## config.mk

```make
export PLATFORM = sky130hd
export DESIGN_NAME = huffman_tree_record_packer
export DESIGN_NICKNAME = d
export VERILOG_FILES = /design/src/hw/rtl/htrp_pkg.sv /design/src/hw/rtl/htrp_front.sv /design/src/hw/rtl/htrp_queue.sv /design/src/hw/rtl/htrp_back.sv /design/src/hw/rtl/huffman_tree_record_packer.sv
export SDC_FILE = /design/constraint.sdc
export NUM_CORES = 1
export LEC_CHECK = 0
export ABC_CLOCK_PERIOD_IN_PS = 8000
export BUFFER_PORTS_ARGS = -buffer_cell sky130_fd_sc_hd__buf_2
export CORE_MARGIN = 2
export CORE_UTILIZATION = 50
export DETAILED_ROUTE_END_ITERATION = 7
export HOLD_SLACK_MARGIN = 0.1
export PLACE_DENSITY = 0.69
export SYNTH_ARGS = -nofsm -noshare
export SYNTH_HDL_FRONTEND = slang
export SYNTH_SLANG_ARGS = --single-unit
```

## constraint.sdc

```tcl
create_clock -name clk -period 8 [get_ports clk]
set_input_delay 1.2 -clock clk [delete_from_list [all_inputs] [get_ports clk]]
set_output_delay 1.2 -clock clk [all_outputs]
set_load 0.005 [all_outputs]
```

## src/hw/rtl/htrp_pkg.sv

```systemverilog
// ----------------------------------------------------------------------------
// htrp_pkg
// Shared types and constants for the tree record packer: token kinds,
// packing limits and the job word that moves from front to back.
// ----------------------------------------------------------------------------
package htrp_pkg;

  // bits per packed byte
  localparam int BYTE_BITS = 8;

  // element bytes kept per leaf
  localparam int ELEM_BYTES = 4;

  // width of the leaf element field
  localparam int ELEM_BITS = 32;

  // most bytes one token can complete, and the bit span they cover
  localparam int MAX_BYTES = 6;
  localparam int JOB_BITS  = MAX_BYTES * BYTE_BITS;

  // widest token: marker bit, eight count bits, thirty-two element bits
  localparam int TOK_BITS = 1 + BYTE_BITS + ELEM_BITS;

  // largest byte count written for a leaf
  localparam int CNT_CAP = (ELEM_BYTES - 1 > 3) ? 3 : ELEM_BYTES - 1;

  // count field width after reset
  localparam logic [3:0] CFG_RESET = 4'd2;

  // default depth of the job queue
  localparam int QUEUE_DEPTH_DEF = 2;

  // token kinds
  typedef enum logic [1:0] {
    TOK_INTERNAL = 2'd0,
    TOK_LEAF     = 2'd1,
    TOK_NULL     = 2'd2,
    TOK_FLUSH    = 2'd3
  } tok_kind_t;

  // completed bytes of one token, first byte in the top bits
  typedef struct packed {
    logic [JOB_BITS-1:0] bits;
    logic [2:0]          nbytes;
  } job_t;

endpackage

```

## src/hw/rtl/htrp_front.sv

```systemverilog
// ----------------------------------------------------------------------------
// htrp_front
// Accepts tokens, appends their bits to the partial byte and hands every
// run of completed bytes to the job queue; keeps the count field register.
// ----------------------------------------------------------------------------
module htrp_front (
  input  logic                 clk,
  input  logic                 rst,
  input  logic                 s_tvalid,
  output logic                 s_tready,
  input  logic [31:0]          s_tdata,   // element_value [31:0]
  input  logic [1:0]           s_tuser,   // req_type [1:0]
  input  logic                 cfg_valid,
  output logic                 cfg_ready,
  input  logic [3:0]           cfg_data,
  input  logic                 q_full,
  output logic                 q_push,
  output htrp_pkg::job_t       q_job
);
  import htrp_pkg::*;

  logic [3:0]          count_field_bits;
  logic [7:0]          pending_bits;
  logic [2:0]          pending_count;
  logic [7:0]          pending_bits_next;
  logic [2:0]          pending_count_next;

  logic                accept;
  tok_kind_t           kind;
  logic [3:0]          width;
  logic [1:0]          cnt_raw;
  logic [1:0]          cnt;
  logic [1:0]          cnt_field;
  logic [5:0]          elen;
  logic [ELEM_BITS-1:0] elem_masked;
  logic [TOK_BITS-1:0] tok;
  logic [5:0]          tok_len;
  logic [JOB_BITS-1:0] acc;
  logic [5:0]          total;
  logic [JOB_BITS-1:0] aligned;
  logic [2:0]          nbytes;

  assign cfg_ready = 1'b1;
  assign s_tready  = !q_full;
  assign accept    = s_tvalid && s_tready;
  assign kind      = tok_kind_t'(s_tuser);

  // count field width, wide settings act as eight
  assign width = (count_field_bits > 4'd8) ? 4'd8 : count_field_bits;

  // significant element bytes minus one
  always_comb begin
    if (s_tdata[31:24] != 8'd0) begin
      cnt_raw = 2'd3;
    end else if (s_tdata[23:16] != 8'd0) begin
      cnt_raw = 2'd2;
    end else if (s_tdata[15:8] != 8'd0) begin
      cnt_raw = 2'd1;
    end else begin
      cnt_raw = 2'd0;
    end
    cnt = (cnt_raw > 2'(CNT_CAP)) ? 2'(CNT_CAP) : cnt_raw;
  end

  // count bits that fit in the field
  always_comb begin
    case (width)
      4'd0:    cnt_field = 2'd0;
      4'd1:    cnt_field = {1'b0, cnt[0]};
      default: cnt_field = cnt;
    endcase
  end

  // element bits kept for the leaf
  always_comb begin
    case (cnt)
      2'd0:    elem_masked = {24'd0, s_tdata[7:0]};
      2'd1:    elem_masked = {16'd0, s_tdata[15:0]};
      2'd2:    elem_masked = {8'd0, s_tdata[23:0]};
      default: elem_masked = s_tdata;
    endcase
    elen = 6'({cnt, 3'b000}) + 6'd8;
  end

  // token bits, right aligned, and their length
  always_comb begin
    case (kind)
      TOK_INTERNAL: begin
        tok     = '0;
        tok_len = 6'd1;
      end
      TOK_NULL: begin
        tok     = TOK_BITS'(1);
        tok_len = 6'd1;
      end
      TOK_LEAF: begin
        tok     = (TOK_BITS'(1) << (6'(width) + elen))
                | (TOK_BITS'(cnt_field) << elen)
                | TOK_BITS'(elem_masked);
        tok_len = 6'd1 + 6'(width) + elen;
      end
      default: begin
        tok     = '0;
        tok_len = 6'd0;
      end
    endcase
  end

  // pending bits followed by the token, then left aligned
  always_comb begin
    acc     = (JOB_BITS'(pending_bits) << tok_len) | JOB_BITS'(tok);
    total   = 6'(pending_count) + tok_len;
    aligned = acc << (6'(JOB_BITS) - total);
    if (kind == TOK_FLUSH) begin
      nbytes             = (pending_count != 3'd0) ? 3'd1 : 3'd0;
      pending_bits_next  = 8'd0;
      pending_count_next = 3'd0;
    end else begin
      nbytes             = total[5:3];
      pending_count_next = total[2:0];
      pending_bits_next  = acc[7:0] & ~(8'hff << total[2:0]);
    end
  end

  assign q_push       = accept && (nbytes != 3'd0);
  assign q_job.bits   = aligned;
  assign q_job.nbytes = nbytes;

  // partial byte and count field register
  always_ff @(posedge clk) begin
    if (rst) begin
      count_field_bits <= CFG_RESET;
      pending_bits     <= 8'd0;
      pending_count    <= 3'd0;
    end else begin
      if (cfg_valid && cfg_ready) begin
        count_field_bits <= cfg_data;
      end
      if (accept) begin
        pending_bits  <= pending_bits_next;
        pending_count <= pending_count_next;
      end
    end
  end

endmodule

```

## src/hw/rtl/htrp_queue.sv

```systemverilog
// ----------------------------------------------------------------------------
// htrp_queue
// Short job queue between front and back so that each side stalls on its
// own.
// ----------------------------------------------------------------------------
module htrp_queue #(
  parameter int DEPTH = htrp_pkg::QUEUE_DEPTH_DEF
) (
  input  logic           clk,
  input  logic           rst,
  input  logic           push,
  input  htrp_pkg::job_t push_job,
  output logic           full,
  input  logic           pop,
  output logic           empty,
  output htrp_pkg::job_t head
);
  import htrp_pkg::*;

  localparam int PW = (DEPTH > 1) ? $clog2(DEPTH) : 1;
  localparam int CW = $clog2(DEPTH + 1);

  job_t          slots [DEPTH];
  logic [PW-1:0] wr_ptr;
  logic [PW-1:0] rd_ptr;
  logic [CW-1:0] count;

  assign full  = (count == CW'(DEPTH));
  assign empty = (count == '0);
  assign head  = slots[rd_ptr];

  // storage
  always_ff @(posedge clk) begin
    if (push) begin
      slots[wr_ptr] <= push_job;
    end
  end

  // pointers and fill count
  always_ff @(posedge clk) begin
    if (rst) begin
      wr_ptr <= '0;
      rd_ptr <= '0;
      count  <= '0;
    end else begin
      if (push) begin
        wr_ptr <= (wr_ptr == PW'(DEPTH - 1)) ? '0 : wr_ptr + 1'b1;
      end
      if (pop) begin
        rd_ptr <= (rd_ptr == PW'(DEPTH - 1)) ? '0 : rd_ptr + 1'b1;
      end
      if (push && !pop) begin
        count <= count + 1'b1;
      end else if (pop && !push) begin
        count <= count - 1'b1;
      end
    end
  end

endmodule

```

## src/hw/rtl/htrp_back.sv

```systemverilog
// ----------------------------------------------------------------------------
// htrp_back
// Takes jobs from the queue and sends their bytes out one word per cycle
// while m_tready is high, marking the last byte that each token completes.
// ----------------------------------------------------------------------------
module htrp_back (
  input  logic           clk,
  input  logic           rst,
  input  logic           q_empty,
  input  htrp_pkg::job_t q_head,
  output logic           q_pop,
  output logic           m_tvalid,
  input  logic           m_tready,
  output logic [7:0]     m_tdata,   // out_byte [7:0]
  output logic           m_tlast    // last_of_run
);
  import htrp_pkg::*;

  logic [JOB_BITS-1:0] cur_bits;
  logic [2:0]          left;
  logic                take;

  assign m_tvalid = (left != 3'd0);
  assign m_tdata  = cur_bits[JOB_BITS-1 -: BYTE_BITS];
  assign m_tlast  = (left == 3'd1);
  assign take     = m_tvalid && m_tready;
  assign q_pop    = !q_empty && ((left == 3'd0) || (left == 3'd1 && take));

  // current job shift register
  always_ff @(posedge clk) begin
    if (rst) begin
      left <= 3'd0;
    end else if (q_pop) begin
      left <= q_head.nbytes;
    end else if (take) begin
      left <= left - 3'd1;
    end
  end

  always_ff @(posedge clk) begin
    if (q_pop) begin
      cur_bits <= q_head.bits;
    end else if (take) begin
      cur_bits <= cur_bits << BYTE_BITS;
    end
  end

endmodule

```

## src/hw/rtl/huffman_tree_record_packer.sv

```systemverilog
// ----------------------------------------------------------------------------
// huffman_tree_record_packer
// Packs a preorder stream of tree tokens MSB-first into bytes.
// Bytes of an accepted token pass the job queue and the output shift register.
// Throughput: one token per cycle in while the queue has room, one byte per
// cycle out while m_tready is high; a leaf completes up to six bytes.
// Reset: synchronous; clears the partial byte, the queue and the output,
// count field width returns to 2.
// ----------------------------------------------------------------------------
module huffman_tree_record_packer #(
  parameter int QUEUE_DEPTH = htrp_pkg::QUEUE_DEPTH_DEF
) (
  input  logic        clk,
  input  logic        rst,
  input  logic        s_tvalid,
  output logic        s_tready,
  input  logic [31:0] s_tdata,   // element_value [31:0]
  input  logic [1:0]  s_tuser,   // req_type [1:0]
  output logic        m_tvalid,
  input  logic        m_tready,
  output logic [7:0]  m_tdata,   // out_byte [7:0]
  output logic        m_tlast,   // last_of_run
  input  logic        cfg_valid,
  output logic        cfg_ready,
  input  logic [3:0]  cfg_data
);
  import htrp_pkg::*;

  logic q_full;
  logic q_empty;
  logic q_push;
  logic q_pop;
  job_t push_job;
  job_t head_job;

  // token intake and bit assembly
  htrp_front u_front (
    .clk       (clk),
    .rst       (rst),
    .s_tvalid  (s_tvalid),
    .s_tready  (s_tready),
    .s_tdata   (s_tdata),
    .s_tuser   (s_tuser),
    .cfg_valid (cfg_valid),
    .cfg_ready (cfg_ready),
    .cfg_data  (cfg_data),
    .q_full    (q_full),
    .q_push    (q_push),
    .q_job     (push_job)
  );

  // job queue
  htrp_queue #(
    .DEPTH (QUEUE_DEPTH)
  ) u_queue (
    .clk      (clk),
    .rst      (rst),
    .push     (q_push),
    .push_job (push_job),
    .full     (q_full),
    .pop      (q_pop),
    .empty    (q_empty),
    .head     (head_job)
  );

  // byte output
  htrp_back u_back (
    .clk      (clk),
    .rst      (rst),
    .q_empty  (q_empty),
    .q_head   (head_job),
    .q_pop    (q_pop),
    .m_tvalid (m_tvalid),
    .m_tready (m_tready),
    .m_tdata  (m_tdata),
    .m_tlast  (m_tlast)
  );

endmodule

```

**Word level (Yosys, flattened, before mapping)**

Memory sizes are Yosys's and may differ from the RTL's. A register that Yosys moved wholly into a read port is not among the register bits.
Index checks and enable logic that the tools add are counted.

- Add/sub/neg operators: 11
- Multiply operators: 0
- Div/mod/pow operators: 0
- $lt $le $gt $ge: 2
- Eq/ne operators: 8
- Shift-type cells: 5
- Mux-type cells: 25
- Bitwise gates (word level): 5
- Reductions and logical operators: 26

Operators by type and width:

| kind | count |
|---|---|
| $mux W48 | 2 |
| $pmux W32 S3 | 1 |
| $pmux W41 S2 | 1 |
| $or A48 B41 Y48 | 1 |
| $shl A48 B6 Y48 | 1 |
| $shl A8 B6 Y48 | 1 |
| $or A41 B32 Y41 | 1 |
| $or A41 B41 Y41 | 1 |
| $shl A1 B6 Y41 const A | 1 |
| $shl A2 B6 Y41 | 1 |
| $reduce_bool A8 Y1 | 3 |
| $mux W3 | 4 |
| $pmux W6 S2 | 1 |
| $mux W2 | 5 |
| $reduce_bool A3 Y1 | 3 |
| $and A8 B8 Y8 | 1 |
| $eq A2 B2 Y1 const B | 4 |
| $mux W1 | 8 |
| $mux W8 | 1 |
| $not A8 Y8 | 1 |
| $shl A8 B3 Y8 const A | 1 |
| $logic_and A1 B1 Y1 | 7 |
| $add A3 B6 Y6 | 1 |
| $add A4 B6 Y6 | 1 |
| other kinds (22) | 30 |

- Register bits after elaboration: 70
- Latch bits: 0
- RAM bits: 102
- Memory bits (read-only): 0
- Bits of input ports: 43
- Memories kept: 1

Memories:

| memory | words | bits a word | rd ports | clocked after Yosys merged registers in | write ports | RTL line | text |
|---|---|---|---|---|---|---|---|
| u_queue.slots | 2 | 51 | 1 | 1 | 1 | htrp_queue.sv:23 | `job_t slots [DEPTH];` |

**Logic depth before layout (Yosys ltp)**

- Depth in word-level cells: 17
- Mapped depth: 23
- Depth with buffers taken out: 19

**Cells and area by module**

A second synthesis with hierarchy kept.

- Cells, all modules: 1333
- Area, all modules: 13063.8 um^2

By module, submodules not included:

| module | instances | cells each | area each (um^2) |
|---|---|---|---|
| htrp_front | 1 | 1011 | 6741.5 |
| htrp_queue | 1 | 181 | 3875.0 |
| htrp_back | 1 | 141 | 2447.3 |

**Worst setup path before layout**

OpenSTA, ideal clock, no wires.

- Kind: input to register
- Start: input port s_tdata[29]
- End: memory u_queue.slots[0][0] (netlist bit) (enable)
- Setup time: 0.523 ns
- Arrival: 7.955 ns
- Data required time: 7.477 ns
- Setup slack: -0.477 ns
- Cell stages on the path: 15
- Path through: or4_1 buf_2 buf_2 a211oi_1 a21oi_1 inv_1 ha_1 fa_1 or3_1 buf_2 and2_1 xor2_1 nor3_1 nor3_1 nor3_1

RTL lines:

| element | RTL line | text |
|---|---|---|
| start: declaration | huffman_tree_record_packer.sv:17 | `input logic [31:0] s_tdata,` |
| end: declaration | htrp_queue.sv:23 |  |

==> Flow_metrics.wiki <==
{| class="wikitable"
! Metric !! Value
|-
| Result of the run || finished, final reports clean
|-
| PortBufs || 53
|-
| Total of flip-flops plus latches after synthesis || 172
|-
| Floorplan core area || 25110 sq um
|-
| Fin util || 0.5539
|-
| Worst reg2reg path depth || 15
|-
| Origin of the worst min-delay path || u_back.left[1]
|-
| Top FF cell, synth || sky130_fd_sc_hd__edfxtp_1
|-
| Cell count after synthesis || 1388
|-
| Fraction of power consumed by sequential logic || 0.325
|-
| Commonest non-fill, non-tap cell in the layout || sky130_fd_sc_hd__edfxtp_1
|-
| Clk network pwr share || 0.205
|-
| Max cap viols || 0
|-
| Final period utilization || 0.8443
|-
| Pin count of the biggest net entering global routing || 94
|-
| Hold Buf Count CTS || 0
|-
| Final estimated routing congestion in global placement || 1.081
|-
| Number of remaining DRC errors || 0
|-
| CTS buffer count || 17
|-
| Data arrival at the endpoint of the critical path || 6950 ps
|-
| Commonest non-fill, non-tap cells in the layout || sky130_fd_sc_hd__edfxtp_1, sky130_fd_sc_hd__nand2_1, sky130_fd_sc_hd__nor2_1
|-
| CTS tree || yes
|-
| Cell Pwr Density || 298.1 nW/um^2
|-
| Normalized max-slew margin || 0.1486
|-
| Fill cells || 2317
|-
| Antenna Nets Post-Route || 0
|-
| Slew Viols, Final || 0
|-
| Relative contribution of combinational cells to total power || 0.470
|-
| Classification of the worst-slack hold path || flip-flop to flip-flop
|-
| Clock-pin slew on the worst setup and hold paths || 80 ps
|-
| Clock period minus final worst setup slack || 6755 ps
|-
| Wire length of the first global-routing pass || 70.60 mm
|-
| Sum Neg Setup Slack || 0 ps
|-
| Maximum clock path buffer count || 2
|-
| All-Layer GR Usage || 0.3533
|-
| Crit. Startpoint || s_tdata[25]
|-
| Syn Area/Cell || 9.175 sq um
|-
| Number of H-tree levels || 4
|-
| Number of instances on the worst hold path || 2
|-
| Count of clock tree sinks || 172
|-
| Crit Path Class || input pin to flip-flop
|-
| Area enclosed by the die boundary || 26760 sq um
|-
| First-iteration detailed-routing DRC count || 1518
|-
| IO Pins || 55
|-
| Wire per inst || 26.99 um
|-
| Sw Ratio || 0.4281
|-
| Vias after detailed routing || 12072
|-
| Number of antenna violations at the first check in global routing || 0
|-
| R2R Setup Slk || 1560 ps
|-
| Switching pwr || 0.001775 W
|-
| Detailed placement HPWL || 35.54 mm
|-
| Type of origin of the critical path || input pin
|-
| Yosys warning total || 0
|-
| Transition time of the tightest slew-check pin || 1269 ps
|-
| Starting Density || 0.5072
|-
| Setup skew after layout || 17.22 ps
|-
| Startpoint of the worst register-to-register path || u_front.count_field_bits[3]
|-
| Congestion Overflow GR || 0
|-
| Proportion of layout cells with a drive suffix above 1 || 0.1352
|-
| Die outline height || 163.6 um
|-
| Number of diodes added for antenna fixing || 0
|-
| Design internal power || 0.002371 W
|-
| Portion of the post-synthesis area used by sequential elements || 0.3883
|-
| Total of endpoints with negative setup slack in the final report || 0
|-
| Unrepaired setup endpoints after global routing || no
|-
| Area added between synthesis and finish || 9.216%
|-
| Crit end category || flip-flop
|-
| Placed instance area || 13280 sq um
|-
| EDFF count, synth || 150
|-
| Post-layout net count || 1464
|-
| Clk Latency, worst-skew pair || 430 ps
|-
| Crit-path max FO || 15
|-
| Die width || 163.6 um
|-
| Design area || 13910 sq um
|-
| Worst Hold Slack || 457.0 ps
|-
| Required time at the endpoint of the critical path || 8190 ps
|-
| Static Leakage || 4.841 nW
|-
| Total wire length after detailed routing || 46.84 mm
|-
| Endpoints failing hold || 0
|-
| Async set-or-reset flop fraction in the synthesized netlist || 0
|-
| Maximum clock frequency || 148.0 MHz
|-
| Rows || 58
|-
| Clock root buffer || sky130_fd_sc_hd__clkbuf_16
|-
| Number of buffers added for setup after CTS || 0
|-
| Netlist Area Pre-Place || 12730 sq um
|-
| Gates resized, CTS repair || 0
|-
| Via count of the first global-routing pass || 11465
|-
| Count of TritonRoute iterations in the first routing pass || 7
|-
| Worst voltage drop across the vdd grid || 0.2317 mV
|-
| Via count normalized by instance count || 6.958
|-
| Synth cell types || 91
|}
[routing by layer]
layer | up-vias | GRT usage | part of all wire
li1 | 5392 | - | -
met1 | 5811 | 0.4320 | 0.38
met2 | 680 | 0.5821 | 0.47
met3 | 189 | 0.05587 | 0.077
met4 | 0 | 0.2265 | 0.073
met5 | - | 0 | 0
[flip-flops by register name (all words and copies together), names as in the netlist, named ones only]
name,cells
u_back.cur_bits,48
u_back.left,3
u_front.count_field_bits,4
u_front.pending_bits,7
u_front.pending_count,3
u_queue.count,2
u_queue.rd_ptr,1
u_queue.slots,102
u_queue.wr_ptr,1
[Yosys cell counts, drive strengths merged, types with 5 or more instances]
library cell,number,share of area
xnor2,9,0.0062
a32oi,24,0.017
a22o,12,0.0083
o31a,6,0.0041
a21o,13,0.0077
mux2i,79,0.062
mux2,16,0.014
a2111oi,5,0.0044
o21ai,101,0.040
o22ai,16,0.0079
nor2b,15,0.0074
xor2,6,0.0041
nand4,7,0.0039
nor4,19,0.010
or3,7,0.0038
mux4,10,0.018
edfxtp,150,0.35
o211ai,26,0.015
a221oi,18,0.014
clkbuf,71,0.021
a21oi,70,0.029
a211o,8,0.0055
nand2b,8,0.0039
nor2,123,0.036
o31ai,11,0.0065
a22oi,18,0.011
inv,30,0.0088
and4,6,0.0041
nand2,145,0.043
dfxtp,22,0.035
a31oi,13,0.0064
and2,24,0.012
o211a,8,0.0063
a311oi,8,0.0055
ha,27,0.027
and3,8,0.0039
nand3,35,0.014
o221ai,10,0.0069
a211oi,37,0.023
nor3,51,0.020
buf,35,0.015
or2,5,0.0025
o21a,7,0.0041
[power groups by stage]
| stage | registers, W | logic (W) | clock network, W |
|---|---|---|---|
| final | 0.00135 | 0.00195 | 0.000849 |
| after global routing | 0.00137 | 0.00211 | 0.000893 |
| after CTS | 0.00135 | 0.00192 | 0.000863 |
| after detailed placement | 0.00136 | 0.00190 | 0 |
| after global placement | 0.00136 | 0.00189 | 0 |
| after floorplan | 0.00135 | 0.00135 | 0 |
[final cells by class]
class | count | area [sq um] | area share
clock buffer | 17 | 425.4 | 0.03059
clock inverter | 15 | 200.2 | 0.01439
inverter | 32 | 120.1 | 0.008636
multi-input combinational | 1079 | 7248 | 0.5211
sequential | 172 | 4946 | 0.3556
tap | 330 | 412.9 | 0.02969
timing repair buffer | 90 | 555.5 | 0.03994
[cells by family (layout without fill, tap and decap cells)]
kind of cell,after synthesis,count (layout),synth area share
multiplexers,105,105,0.09393
flip-flops,172,172,0.3883
AND/OR/NAND/NOR,468,468,0.1746
adder cells (fa/ha/maj),29,29,0.02967
AO/OA/AOI/OAI,460,460,0.2575
XOR/XNOR,15,15,0.01032
other,1,2,0.0002945
buffers and inverters,138,154,0.04539
[worst max-delay path, stage by stage]
cell	delay [ps]
sky130_fd_sc_hd__buf_2	130
sky130_fd_sc_hd__or4_1	800
sky130_fd_sc_hd__a211oi_1	420
sky130_fd_sc_hd__a21oi_1	110
sky130_fd_sc_hd__inv_1	130
sky130_fd_sc_hd__ha_1	340
sky130_fd_sc_hd__fa_1	730
sky130_fd_sc_hd__nor2b_1	200
sky130_fd_sc_hd__o21ai_0	200
sky130_fd_sc_hd__nand3_1	470
sky130_fd_sc_hd__o211ai_1	160
sky130_fd_sc_hd__o21ai_1	520
sky130_fd_sc_hd__a2bb2oi_1	440
sky130_fd_sc_hd__mux2i_1	130
sky130_fd_sc_hd__a22oi_1	380
sky130_fd_sc_hd__mux2i_1	210
sky130_fd_sc_hd__o21ai_0	380
[worst paths after layout]
check,end
max,u_queue.slots[1][48]
min,u_back.left[1]
max reg2reg,u_queue.slots[0][49]
min reg2reg,u_back.left[1]
[metrics by stage]
stage | setup slack (ps) | total power, W | std cells
detailed placement | 972.2 | 0.003265 | 1703
global placement | 994.3 | 0.003241 | 1703
CTS | 1424 | 0.004131 | 1735
finish | 1245 | 0.004146 | 1735
floorplan | 1087 | 0.002700 | 1389
global route | 812.2 | 0.004370 | 1735
No activity file was read; power rests on OpenSTA's default activity.
